===== src/sdinit_pkg.sv =====
// Package for the SD/eMMC card bring-up sequencer: payload types, phase enum,
// command constants and small decode helpers. No dependencies.
package sdinit_pkg;

  localparam int unsigned BLOCK_BYTES_DEF = 512;
  localparam logic [9:0] RETRY_RESET = 10'd1000;
  localparam int unsigned QDEPTH = 4;

  typedef enum logic [1:0] {
    K_START = 2'd0,
    K_RESP  = 2'd1,
    K_ERR   = 2'd2,
    K_DATA  = 2'd3
  } kind_t;

  typedef enum logic [1:0] {
    A_CMD  = 2'd0,
    A_BUS4 = 2'd1,
    A_DONE = 2'd2,
    A_FAIL = 2'd3
  } action_t;

  localparam logic [2:0] RT_NONE = 3'd0;
  localparam logic [2:0] RT_R1   = 3'd1;
  localparam logic [2:0] RT_R1B  = 3'd2;
  localparam logic [2:0] RT_R2   = 3'd3;
  localparam logic [2:0] RT_R3   = 3'd4;

  localparam logic [31:0] ARG_IF_COND = 32'h0000_01AA;
  localparam logic [31:0] ARG_HCS     = 32'h4000_0000;
  localparam logic [31:0] ARG_VOLT    = 32'h00FF_8000;
  localparam logic [31:0] ARG_MMC_OCR = 32'h40FF_8080;
  localparam logic [31:0] OCR_READY   = 32'h8000_0000;
  localparam logic [31:0] ARG_MMC_BUS = 32'h03B7_0100;

  typedef enum logic [4:0] {
    PH_IDLE, PH_CMD0, PH_CMD8, PH_APP55, PH_ACMD41, PH_MMC0, PH_CMD1,
    PH_CMD2, PH_CMD3, PH_CMD9, PH_CMD7, PH_EXTCMD, PH_EXTDATA,
    PH_BUSMMC, PH_BUSAPP, PH_BUSACMD6, PH_CMD16, PH_DONE, PH_FAILED
  } phase_t;

  typedef struct packed {
    logic [1:0]  kind;
    logic [31:0] word;
    logic [6:0]  word_index;
    logic        last;
  } in_item_t;

  typedef struct packed {
    logic [1:0]  action;
    logic [5:0]  cmd_index;
    logic [31:0] cmd_arg;
    logic [2:0]  response_type;
    logic        data_read;
    logic        is_mmc;
    logic        block_addressed;
    logic [15:0] card_address;
    logic [32:0] sector_count;
    logic        last_result;
  } out_item_t;

  // Classified event handed from front to back.
  typedef struct packed {
    logic        start;
    logic        err;
    logic        resp;
    logic        data;
    logic        last;
    logic        ocr_ready;
    logic        ocr_hcs;
    logic        chk_aa;
    logic        idx_csd;
    logic        idx_ext;
    logic [1:0]  csd_sel;
    logic [31:0] word;
  } event_t;

  function automatic logic [31:0] csd_field(input logic [127:0] csd,
                                            input int unsigned start,
                                            input int unsigned len);
    logic [31:0] v;
    v = '0;
    for (int i = 0; i < 32; i++) begin
      if (i < len) v[i] = csd[start - 8 + i];
    end
    return v;
  endfunction

endpackage


===== src/sdinit_front.sv =====
// Front end: accepts input items, classifies them and queues events.
// Depends on sdinit_pkg.
module sdinit_front import sdinit_pkg::*; #(
  parameter int unsigned DEPTH = QDEPTH
) (
  input  logic     clk,
  input  logic     rst,
  input  logic     in_valid,
  output logic     in_stall,
  input  in_item_t in_item,
  output logic     ev_valid,
  input  logic     ev_take,
  output event_t   ev
);
  localparam int unsigned AW = $clog2(DEPTH);

  event_t         q [DEPTH];
  logic [AW-1:0]  wr;
  logic [AW-1:0]  rd;
  logic [AW:0]    count;
  event_t         cls;
  logic           push;
  logic           pop;

  always_comb begin
    cls.start     = in_item.kind == K_START;
    cls.err       = in_item.kind == K_ERR;
    cls.resp      = in_item.kind == K_RESP;
    cls.data      = in_item.kind == K_DATA;
    cls.last      = in_item.last;
    cls.ocr_ready = (in_item.word & OCR_READY) != '0;
    cls.ocr_hcs   = in_item.word[30];
    cls.chk_aa    = in_item.word[7:0] == 8'hAA;
    cls.idx_csd   = in_item.word_index < 7'd4;
    cls.idx_ext   = in_item.word_index == 7'd53;
    cls.csd_sel   = in_item.word_index[1:0];
    cls.word      = in_item.word;
  end

  assign in_stall = count == (AW+1)'(DEPTH);
  assign push     = in_valid && !in_stall;
  assign ev_valid = count != '0;
  assign pop      = ev_valid && ev_take;
  assign ev       = q[rd];

  always_ff @(posedge clk) begin
    if (push) q[wr] <= cls;
  end

  always_ff @(posedge clk) begin
    if (rst) begin
      wr <= '0;
      rd <= '0;
      count <= '0;
    end else begin
      if (push) wr <= wr + 1'b1;
      if (pop) rd <= rd + 1'b1;
      count <= count + (AW+1)'(push) - (AW+1)'(pop);
    end
  end
endmodule


===== src/sdinit_back.sv =====
// Back end: phase machine that executes queued events and emits results
// through a two-entry output buffer. Depends on sdinit_pkg.
module sdinit_back import sdinit_pkg::*; #(
  parameter int unsigned BLOCK_BYTES = BLOCK_BYTES_DEF
) (
  input  logic      clk,
  input  logic      rst,
  input  logic [9:0] retry_limit,
  input  logic      ev_valid,
  output logic      ev_take,
  input  event_t    ev,
  output logic      out_valid,
  input  logic      out_stall,
  output out_item_t out_item
);
  phase_t       phase, phase_next;
  logic [9:0]   attempt, attempt_next;
  logic         sd_v2, sd_v2_next;
  logic         mmc, mmc_next;
  logic         sector, sector_next;
  logic [15:0]  rca, rca_next;
  logic [32:0]  cap, cap_next;
  logic [31:0]  csd [4];
  logic [31:0]  csd_cur [4];
  logic [127:0] csd_flat;

  out_item_t    buf0, buf1;
  logic [1:0]   bcnt;
  out_item_t    r0, r1;
  logic [1:0]   n;
  logic         csd_wr;
  logic         do_decode;
  logic [32:0]  dec_cap;
  logic         pop;

  always_comb begin
    for (int i = 0; i < 4; i++) begin
      csd_cur[i] = (ev.idx_csd && ev.csd_sel == 2'(i)) ? ev.word : csd[i];
    end
  end

  assign csd_flat = {csd_cur[3], csd_cur[2], csd_cur[1], csd_cur[0]};

  // CSD capacity decode
  always_comb begin
    logic [11:0] c_size;
    logic [2:0]  mult;
    logic [3:0]  bl_len;
    logic [32:0] s;
    s = '0;
    c_size = 12'(csd_field(csd_flat, 62, 12));
    mult   = 3'(csd_field(csd_flat, 47, 3));
    bl_len = 4'(csd_field(csd_flat, 80, 4));
    if (!mmc && 2'(csd_field(csd_flat, 126, 2)) == 2'd1) begin
      dec_cap = {1'b0, 10'd0, 22'(csd_field(csd_flat, 48, 22))} + 33'd1;
      dec_cap = dec_cap << 10;
    end else begin
      s = (33'({1'b0, c_size}) + 33'd1) << (6'(mult) + 6'd2);
      if (bl_len > 4'd9) s = s << (bl_len - 4'd9);
      dec_cap = (mmc && c_size == 12'hFFF) ? '0 : s;
    end
  end

  function automatic out_item_t mk(input action_t a, input logic [5:0] idx,
                                   input logic [31:0] arg, input logic [2:0] rt,
                                   input logic dr);
    out_item_t r;
    r = '0;
    r.action = a;
    r.cmd_index = idx;
    r.cmd_arg = arg;
    r.response_type = rt;
    r.data_read = dr;
    return r;
  endfunction

  assign pop = ev_valid && (bcnt == 2'd0 || (bcnt == 2'd1 && !out_stall));
  assign ev_take = pop;

  always_comb begin
    phase_next = phase;
    attempt_next = attempt;
    sd_v2_next = sd_v2;
    mmc_next = mmc;
    sector_next = sector;
    rca_next = rca;
    cap_next = cap;
    r0 = '0;
    r1 = '0;
    n = 2'd0;
    csd_wr = 1'b0;
    do_decode = 1'b0;
    if (ev.start) begin
      attempt_next = '0;
      sd_v2_next = 1'b0;
      mmc_next = 1'b0;
      sector_next = 1'b0;
      rca_next = '0;
      cap_next = '0;
      phase_next = PH_CMD0;
      r0 = mk(A_CMD, 6'd0, '0, RT_NONE, 1'b0);
      n = 2'd1;
    end else begin
      unique case (phase)
        PH_CMD0: begin
          if (ev.err) begin
            phase_next = PH_FAILED; r0 = mk(A_FAIL, '0, '0, RT_NONE, 1'b0); n = 2'd1;
          end else if (ev.resp && ev.last) begin
            phase_next = PH_CMD8; r0 = mk(A_CMD, 6'd8, ARG_IF_COND, RT_R1, 1'b0); n = 2'd1;
          end
        end
        PH_CMD8: begin
          if (ev.err || (ev.resp && ev.last)) begin
            sd_v2_next = ev.resp && ev.chk_aa;
            attempt_next = '0;
            n = 2'd1;
            if (retry_limit == '0) begin
              mmc_next = 1'b1; phase_next = PH_MMC0;
              r0 = mk(A_CMD, 6'd0, '0, RT_NONE, 1'b0);
            end else begin
              phase_next = PH_APP55; r0 = mk(A_CMD, 6'd55, '0, RT_R1, 1'b0);
            end
          end
        end
        PH_APP55: begin
          if (ev.err) begin
            mmc_next = 1'b1; phase_next = PH_MMC0;
            r0 = mk(A_CMD, 6'd0, '0, RT_NONE, 1'b0); n = 2'd1;
          end else if (ev.resp && ev.last) begin
            phase_next = PH_ACMD41;
            r0 = mk(A_CMD, 6'd41, (sd_v2 ? ARG_HCS : '0) | ARG_VOLT, RT_R3, 1'b0);
            n = 2'd1;
          end
        end
        PH_ACMD41, PH_CMD1: begin
          if (ev.err) begin
            n = 2'd1;
            if (phase == PH_ACMD41) begin
              mmc_next = 1'b1; phase_next = PH_MMC0;
              r0 = mk(A_CMD, 6'd0, '0, RT_NONE, 1'b0);
            end else begin
              phase_next = PH_FAILED; r0 = mk(A_FAIL, '0, '0, RT_NONE, 1'b0);
            end
          end else if (ev.resp && ev.last) begin
            n = 2'd1;
            if (ev.ocr_ready) begin
              sector_next = ev.ocr_hcs; phase_next = PH_CMD2;
              r0 = mk(A_CMD, 6'd2, '0, RT_R2, 1'b0);
            end else begin
              attempt_next = attempt + 10'd1;
              if (attempt_next >= retry_limit) begin
                if (phase == PH_ACMD41) begin
                  mmc_next = 1'b1; phase_next = PH_MMC0;
                  r0 = mk(A_CMD, 6'd0, '0, RT_NONE, 1'b0);
                end else begin
                  phase_next = PH_FAILED; r0 = mk(A_FAIL, '0, '0, RT_NONE, 1'b0);
                end
              end else if (phase == PH_ACMD41) begin
                phase_next = PH_APP55; r0 = mk(A_CMD, 6'd55, '0, RT_R1, 1'b0);
              end else begin
                phase_next = PH_CMD1; r0 = mk(A_CMD, 6'd1, ARG_MMC_OCR, RT_R3, 1'b0);
              end
            end
          end
        end
        PH_MMC0: begin
          if (ev.err) begin
            phase_next = PH_FAILED; r0 = mk(A_FAIL, '0, '0, RT_NONE, 1'b0); n = 2'd1;
          end else if (ev.resp && ev.last) begin
            attempt_next = '0; n = 2'd1;
            if (retry_limit == '0) begin
              phase_next = PH_FAILED; r0 = mk(A_FAIL, '0, '0, RT_NONE, 1'b0);
            end else begin
              phase_next = PH_CMD1; r0 = mk(A_CMD, 6'd1, ARG_MMC_OCR, RT_R3, 1'b0);
            end
          end
        end
        PH_CMD2: begin
          if (ev.err) begin
            phase_next = PH_FAILED; r0 = mk(A_FAIL, '0, '0, RT_NONE, 1'b0); n = 2'd1;
          end else if (ev.resp && ev.last) begin
            if (mmc) rca_next = 16'd1;
            phase_next = PH_CMD3;
            r0 = mk(A_CMD, 6'd3, mmc ? 32'h0001_0000 : '0, RT_R1, 1'b0); n = 2'd1;
          end
        end
        PH_CMD3: begin
          if (ev.err) begin
            phase_next = PH_FAILED; r0 = mk(A_FAIL, '0, '0, RT_NONE, 1'b0); n = 2'd1;
          end else if (ev.resp && ev.last) begin
            if (!mmc) rca_next = ev.word[31:16];
            phase_next = PH_CMD9;
            r0 = mk(A_CMD, 6'd9, {rca_next, 16'd0}, RT_R2, 1'b0); n = 2'd1;
          end
        end
        PH_CMD9: begin
          if (ev.err) begin
            phase_next = PH_FAILED; r0 = mk(A_FAIL, '0, '0, RT_NONE, 1'b0); n = 2'd1;
          end else if (ev.resp) begin
            csd_wr = ev.idx_csd;
            if (ev.last) begin
              do_decode = 1'b1;
              phase_next = PH_CMD7;
              r0 = mk(A_CMD, 6'd7, {rca, 16'd0}, RT_R1B, 1'b0); n = 2'd1;
            end
          end
        end
        PH_CMD7: begin
          if (ev.err) begin
            phase_next = PH_FAILED; r0 = mk(A_FAIL, '0, '0, RT_NONE, 1'b0); n = 2'd1;
          end else if (ev.resp && ev.last) begin
            n = 2'd1;
            if (cap == '0 && mmc) begin
              phase_next = PH_EXTCMD; r0 = mk(A_CMD, 6'd8, '0, RT_R1, 1'b1);
            end else if (cap == '0) begin
              phase_next = PH_FAILED; r0 = mk(A_FAIL, '0, '0, RT_NONE, 1'b0);
            end else if (mmc) begin
              phase_next = PH_BUSMMC; r0 = mk(A_CMD, 6'd6, ARG_MMC_BUS, RT_R1B, 1'b0);
            end else begin
              phase_next = PH_BUSAPP; r0 = mk(A_CMD, 6'd55, {rca, 16'd0}, RT_R1, 1'b0);
            end
          end
        end
        PH_EXTCMD: begin
          if (ev.err) begin
            phase_next = PH_FAILED; r0 = mk(A_FAIL, '0, '0, RT_NONE, 1'b0); n = 2'd1;
          end else if (ev.resp && ev.last) begin
            phase_next = PH_EXTDATA;
          end
        end
        PH_EXTDATA: begin
          if (ev.err) begin
            phase_next = PH_FAILED; r0 = mk(A_FAIL, '0, '0, RT_NONE, 1'b0); n = 2'd1;
          end else if (ev.data) begin
            if (ev.idx_ext) cap_next = {1'b0, ev.word};
            if (ev.last) begin
              n = 2'd1;
              if (cap_next == '0) begin
                phase_next = PH_FAILED; r0 = mk(A_FAIL, '0, '0, RT_NONE, 1'b0);
              end else if (mmc) begin
                phase_next = PH_BUSMMC; r0 = mk(A_CMD, 6'd6, ARG_MMC_BUS, RT_R1B, 1'b0);
              end else begin
                phase_next = PH_BUSAPP; r0 = mk(A_CMD, 6'd55, {rca, 16'd0}, RT_R1, 1'b0);
              end
            end
          end
        end
        PH_BUSMMC, PH_BUSACMD6: begin
          if (ev.err || (ev.resp && ev.last)) begin
            if (!sector) begin
              phase_next = PH_CMD16;
              r1 = mk(A_CMD, 6'd16, 32'(BLOCK_BYTES), RT_R1, 1'b0);
            end else begin
              phase_next = PH_DONE;
              r1 = mk(A_DONE, '0, '0, RT_NONE, 1'b0);
            end
            if (ev.err) begin
              r0 = r1; n = 2'd1;
            end else begin
              r0 = mk(A_BUS4, '0, '0, RT_NONE, 1'b0); n = 2'd2;
            end
          end
        end
        PH_BUSAPP: begin
          if (ev.err) begin
            n = 2'd1;
            if (!sector) begin
              phase_next = PH_CMD16;
              r0 = mk(A_CMD, 6'd16, 32'(BLOCK_BYTES), RT_R1, 1'b0);
            end else begin
              phase_next = PH_DONE; r0 = mk(A_DONE, '0, '0, RT_NONE, 1'b0);
            end
          end else if (ev.resp && ev.last) begin
            phase_next = PH_BUSACMD6; r0 = mk(A_CMD, 6'd6, 32'd2, RT_R1, 1'b0); n = 2'd1;
          end
        end
        PH_CMD16: begin
          if (ev.err || (ev.resp && ev.last)) begin
            phase_next = PH_DONE; r0 = mk(A_DONE, '0, '0, RT_NONE, 1'b0); n = 2'd1;
          end
        end
        default: begin
        end
      endcase
    end
    if (do_decode) cap_next = dec_cap;
    r0.is_mmc = mmc_next;  r1.is_mmc = mmc_next;
    r0.block_addressed = sector_next; r1.block_addressed = sector_next;
    r0.card_address = rca_next; r1.card_address = rca_next;
    r0.sector_count = cap_next; r1.sector_count = cap_next;
    r0.last_result = n == 2'd1;
    r1.last_result = 1'b1;
  end

  // Store CSD words; the decode takes the word arriving with last directly.
  always_ff @(posedge clk) begin
    if (pop && csd_wr) csd[ev.csd_sel] <= ev.word;
  end

  assign out_valid = bcnt != 2'd0;
  assign out_item  = buf0;

  always_ff @(posedge clk) begin
    if (rst) begin
      phase <= PH_IDLE;
      attempt <= '0;
      sd_v2 <= 1'b0;
      mmc <= 1'b0;
      sector <= 1'b0;
      rca <= '0;
      cap <= '0;
      bcnt <= '0;
    end else begin
      if (pop) begin
        phase <= phase_next;
        attempt <= attempt_next;
        sd_v2 <= sd_v2_next;
        mmc <= mmc_next;
        sector <= sector_next;
        rca <= rca_next;
        cap <= cap_next;
        bcnt <= n;
      end else if (out_valid && !out_stall) begin
        bcnt <= bcnt - 2'd1;
      end
    end
  end

  always_ff @(posedge clk) begin
    if (pop) begin
      buf0 <= r0;
      buf1 <= r1;
    end else if (out_valid && !out_stall) begin
      buf0 <= buf1;
    end
  end
endmodule


===== src/sd_emmc_card_init_sequencer_core.sv =====
// Top level of the SD/eMMC card bring-up sequencer: front queue, back phase
// machine and the retry limit register. Depends on sdinit_pkg.
//
// Each input event is classified on entry and queued; the phase machine takes
// one queued event per cycle whenever its output buffer is empty or its final
// result leaves in that cycle, and emits up to two result items, one per cycle
// while out_stall is low. A bus-switch completion without error is the event
// that gives two results. The queue holds DEPTH events, four by default, so
// input is taken while results wait. A CMD9 response decodes the capacity in
// the cycle its final word is taken, using that word directly.
module sd_emmc_card_init_sequencer_core import sdinit_pkg::*; #(
  parameter int unsigned BLOCK_BYTES = BLOCK_BYTES_DEF,
  parameter int unsigned DEPTH = QDEPTH
) (
  input  logic      clk,
  input  logic      rst,
  input  logic      cfg_we,
  input  logic [9:0] cfg_data,
  input  logic      in_valid,
  output logic      in_stall,
  input  in_item_t  in_item,
  output logic      out_valid,
  input  logic      out_stall,
  output out_item_t out_item
);
  logic [9:0] retry_limit;
  logic       ev_valid;
  logic       ev_take;
  event_t     ev;

  always_ff @(posedge clk) begin
    if (rst) retry_limit <= RETRY_RESET;
    else if (cfg_we) retry_limit <= cfg_data;
  end

  sdinit_front #(.DEPTH(DEPTH)) u_front (
    .clk, .rst, .in_valid, .in_stall, .in_item, .ev_valid, .ev_take, .ev
  );

  sdinit_back #(.BLOCK_BYTES(BLOCK_BYTES)) u_back (
    .clk, .rst, .retry_limit, .ev_valid, .ev_take, .ev,
    .out_valid, .out_stall, .out_item
  );
endmodule


===== config.mk =====
export PLATFORM = sky130hd
export DESIGN_NAME = sd_emmc_card_init_sequencer_core
export DESIGN_NICKNAME = d
export VERILOG_FILES = /design/src/sdinit_pkg.sv /design/src/sdinit_front.sv /design/src/sdinit_back.sv /design/src/sd_emmc_card_init_sequencer_core.sv
export SDC_FILE = /design/constraint.sdc
export NUM_CORES = 1
export LEC_CHECK = 0
export ABC_AREA = 1
export ABC_CLOCK_PERIOD_IN_PS = 4300
export BUFFER_PORTS_ARGS = -buffer_cell sky130_fd_sc_hd__buf_4
export CORE_AREA = 2 2 224 226
export DETAILED_ROUTE_END_ITERATION = 8
export DIE_AREA = 0 0 226 228
export PLACE_DENSITY = 0.69
export SLEW_MARGIN = 20
export SYNTH_ARGS = -nofsm -noshare
export SYNTH_HDL_FRONTEND = slang
export SYNTH_SLANG_ARGS = --single-unit

===== constraint.sdc =====
create_clock -name clk -period 4.3 [get_ports clk]
set_input_delay 0.645 -clock clk [delete_from_list [all_inputs] [get_ports clk]]
set_output_delay 0.645 -clock clk [all_outputs]
set_load 0.02 [all_outputs]

## Word level (Yosys, flattened, before mapping)

Memories as Yosys holds them, arrays and structs flattened. A register that Yosys moved wholly into a read port is not among the register bits.
Index checks and enable logic that the tools add are counted.

- Bits in registers: 277
- Bits in writable memories: 304
- Output and inout bits: 98
- Memories kept: 2

Memory list:

| memory | words | bits a word | read ports | clocked after Yosys merged registers in | wr ports | RTL line | text |
|---|---|---|---|---|---|---|---|
| u_front.q | 4 | 44 | 1 | 1 | 1 | sdinit_front.sv:17 | `event_t q [DEPTH];` |
| u_back.csd | 4 | 32 | 3 | 0 | 1 | sdinit_back.sv:23 | `logic [31:0] csd [4];` |

- Add/sub/neg operators: 10
- $lt $le $gt $ge: 3
- Equal/unequal tests: 50
- Shift-type cells: 2
- Muxes and demuxes: 186
- Bitwise logic cells: 2
- Reductions and logical operators: 39

Operators with widths:

| operator | number |
|---|---|
| $mux 96 | 32 |
| $pmux 96 s14 | 1 |
| $mux 33 | 13 |
| $mux 94 | 4 |
| $mux 92 | 2 |
| $mux 91 | 2 |
| $mux 5 | 35 |
| $mux 16 | 7 |
| $mux 90 | 1 |
| $mux 10 | 7 |
| $pmux 5 s14 | 1 |
| $logic_not 33->1 | 2 |
| $mux 1 | 57 |
| $ne 4x2->1 const B | 12 |
| $eq 5x4->1 const B | 8 |
| $shl 33x4->33 | 1 |
| $shl 33x6->33 | 1 |
| $mux 32 | 1 |
| $pmux 16 s2 | 1 |
| $mux 31 | 1 |
| $pmux 10 s3 | 1 |
| $mux 2 | 13 |
| $mux 24 | 1 |
| $add 22x1->23 const B | 1 |
| 45 further kinds | 87 |

## Depth between registers and ports, before layout

- Word-level depth: 13
- Depth in mapped cells: 32
- Depth with buffers taken out: 31

## By module

From an unflattened synthesis, not the netlist that was laid out.

- Cells, all modules: 2889
- Area total of the unflattened synthesis: 23716.5 um^2

By module, submodules not included:

| module | times used | cells each | area an instance (um^2) | seq. area each (um^2) |
|---|---|---|---|---|
| sdinit_back | 1 | 2342 | 16524.6 | 6516.2 |
| sdinit_front | 1 | 496 | 6802.8 | 5225.0 |
| sd_emmc_card_init_sequencer_core | 1 | 51 | 389.1 | 200.2 |

## Worst setup path after synthesis

OpenSTA, ideal clock, no wires.

- Path type: register to register
- Start point: register with a tool-made name
- End point: memory u_back.csd[1][10], enable pin
- Data arrival time: 3810 ps
- Data required time: 3862 ps
- Setup slack: 51 ps
- Cell stages (with the launch flop): 13
- Cells stage by stage: dfxtp_1 -> buf_4 -> inv_4 -> buf_4 -> buf_2 -> buf_4 -> clkbuf_1 -> a32oi_1 -> buf_2 -> buf_1 -> nor2_1 -> nand4_1 -> nor3_1

RTL lines:

| item | RTL line |
|---|---|
| to (decl) | sdinit_back.sv:23 |

==> impl_metrics.tcl <==
set metrics [dict create \
    status "completed" \
    cp.required_ns 4.63 \
    ys_ff_latch 427 \
    skew_ns 0.0331 \
    die-area_mm2 0.0515 \
    die_x_um 226 \
    rsz0062_at_grt "true" \
    initial_core_util 0.481 \
    reg2reg_to "u_back.out_item[78]" \
    grt_max_degree 103 \
    post-route-period-util 0.938 \
    hpwl_um 54400 \
    setup_viol 0 \
    hold_slack_ns 0.278 \
    synth_edf_count 339 \
    endpoint_kind "flop" \
    drive_gt1_frac 0.160 \
    ir_drop_uv 564 \
    path_class "reg -> reg" \
    grt-ovfl-total 0 \
    wl_per_cell_um 20.3 \
    async_reset_ff_frac 0 \
    nets 3050 \
    relSlewSlack 0.238 \
    max_slew.worst_pin.slew_ns 1.13 \
    die_h_um 228 \
    worstHoldStart "in_item[21]" \
    cts_buffers 44 \
    num_rows 82 \
    p_leak_nw 11.1 \
    r2r_cells 17 \
    cap_violations 0 \
    post_synth_instance_area_mm2 0.0238 \
    synth_cell_types 72 \
    r2r_slack_ns 0.27 \
    area_growth_pct 14.4 \
    antenna_found_initial 1 \
    ant_nets 0 \
    synth_ff_type "edfxtp_1" \
    viasPerCell 5.69 \
    cts_tree "yes" \
    cts_max_level 2 \
    critPathLaunchType "flop" \
    grt_pass1_vias 19700 \
    grt_usage 0.287 \
    ios 155 \
    hold_viol 0 \
    power.density_mw_per_mm2 799 \
    path_clk_slew_ns 0.06 \
    yosysWarnings 0 \
    diodes 0 \
    period_needed_ns 4.03 \
    fmax_ghz 0.248 \
    holdPathEnd "u_front.q[0][13]" \
    layout_common_cells "747 x nand2_1, 355 x nand3_1, 339 x edfxtp_1, 224 x inv_1, 220 x buf_4" \
    drtIter0Drc 2258 \
    first_pass_iters 6 \
    vias 20900 \
    drv_slew 0 \
    seq_area_frac_synth 0.503 \
    cts_buffer_depth 3 \
    crit_fanout 45 \
    grt_pass1_wl_um 114000 \
    synth_area_per_cell_um2 8.38 \
    totalPowerFinal_mw 21.7 \
    clk_latency_ns 0.59 \
    cts-root-buf "clkbuf_16" \
    cts_sinks 427 \
    final_common_cell "nand2_1" \
    routabilityCongestion 0.971 \
    netlist_instances 2835 \
    hold_class "in -> reg" \
    core_area_mm2 0.0493 \
    drc 0 \
    portBuffers 145 \
    totalWireLength_um 74400 \
    holdBufCountCts 0 \
    holdPathStages 1 \
    arrival_ns 4.36 \
]
==> layout make-up <==
cell class / count / area [um2]
fill: 4475 / 22200
tap: 672 / 841
timing repair buffer: 229 / 1810
multi-input combinational: 2007 / 10200
sequential: 427 / 11900
inverter: 252 / 965
clock inverter: 25 / 233
clock buffer: 57 / 1180
==> synth_stat cells (15+ instances only) <==
master | count | area share
nand2_1 | 751 | 0.12
nand3_1 | 360 | 0.076
edfxtp_1 | 339 | 0.43
inv_1 | 226 | 0.036
o21ai_0 | 180 | 0.038
nor2_1 | 164 | 0.026
a21oi_1 | 148 | 0.031
dfxtp_1 | 88 | 0.074
clkbuf_1 | 71 | 0.011
nand2_2 | 54 | 0.014
buf_2 | 41 | 0.0086
nand4_1 | 34 | 0.0090
ha_1 | 31 | 0.016
nor3_1 | 27 | 0.0057
o211ai_1 | 25 | 0.0079
buf_4 | 24 | 0.0076
o21ai_1 | 24 | 0.0051
nand3_2 | 20 | 0.0084
inv_2 | 17 | 0.0027
a31oi_1 | 16 | 0.0042
nor4_1 | 15 | 0.0040
==> per-stage QoR <==
stage	utilization	setup WS (ns)	setup TNS, ns	cell area, um2	cells
3_5_place_dp	0.519	0.110	0	25600	3585
2_1_floorplan	-	0.0513	0	23800	2843
5_1_grt	0.550	-0.0390	-0.129	27200	3669
6_report	0.550	0.267	0	27200	3669
3_3_place_gp	0.519	0.191	0	25600	3585
4_1_cts	0.548	0.122	0	27000	3667
==> metal layers <==
metal | global-route usage | routed length [um]
met1 | 0.410 | 32500
met2 | 0.453 | 34400
met3 | 0.0337 | 5020
met4 | 0.0991 | 2470
met5 | 0 | 14
==> power breakdown <==
part           internal, mW  leakage (nW)  switching, mW  total [mW]
Clock                  2.13         0.696           1.60        3.73
Combinational          3.39          6.41           8.48        11.9
Sequential             5.74          3.96          0.368        6.11
Total                  11.3          11.1           10.5        21.7
==> worst max path at each step <==
stage               cells after the start  slack, ns  start                   to
finish                                 17       0.27   flop  u_back.out_item[78]
floorplan                              12       0.05   flop    u_back.csd[1][10]
global placement                       27       0.19   flop  u_back.out_item[12]
detailed placement                     27       0.11   flop  u_back.out_item[12]
global route                           28      -0.04   flop  u_back.out_item[12]
CTS                                    27       0.12   flop  u_back.out_item[12]
==> registers in the layout, summed over array words and instances, names as in the netlist, named ones only <==
signal           cells
u_back.cap          33
retry_limit         10
u_back.rca          16
u_back.buf1         53
u_back.sd_v2         1
u_front.q          168
u_front.count        3
u_back.bcnt          2
u_back.attempt      10
u_back.csd          33
u_back.phase         5
u_back.sector        1
u_back.mmc           1
u_back.out_item     85
u_front.rd           2
u_front.wr           2
==> cells by family after synthesis <==
logic type | share of synthesized area
and+or+nand+nor | 0.277
AOI/OAI and AO/OA | 0.119
DFF | 0.503
buffers and inverters | 0.0756
adders and majority gates | 0.0172
xor gates and xnor gates | 0.00442
muxes | 0.00421
other | 0.000158
==> critical path, stage by stage (launching register included) <==
cell and delay [ns]:
dfxtp_2 0.34, inv_4 0.17, buf_12 0.24, nand2_1 0.11, a32oi_4 0.40, buf_12 0.29
mux2i_1 0.28, nand4_1 0.25, nor4_2 0.41, nand3_1 0.23, nand2_1 0.15, inv_2 0.05
nand2_2 0.08, o21ai_1 0.11, inv_1 0.19, o21ai_0 0.23, nand2_1 0.14, a31oi_1 0.09
==> timing repair <==
item / in CTS / in global routing
buffers inserted: 0 / 1
setup endpoints to repair: 0 / 85
gates resized for setup: 0 / 24
Note: power is estimated with default switching activity, not from simulation.
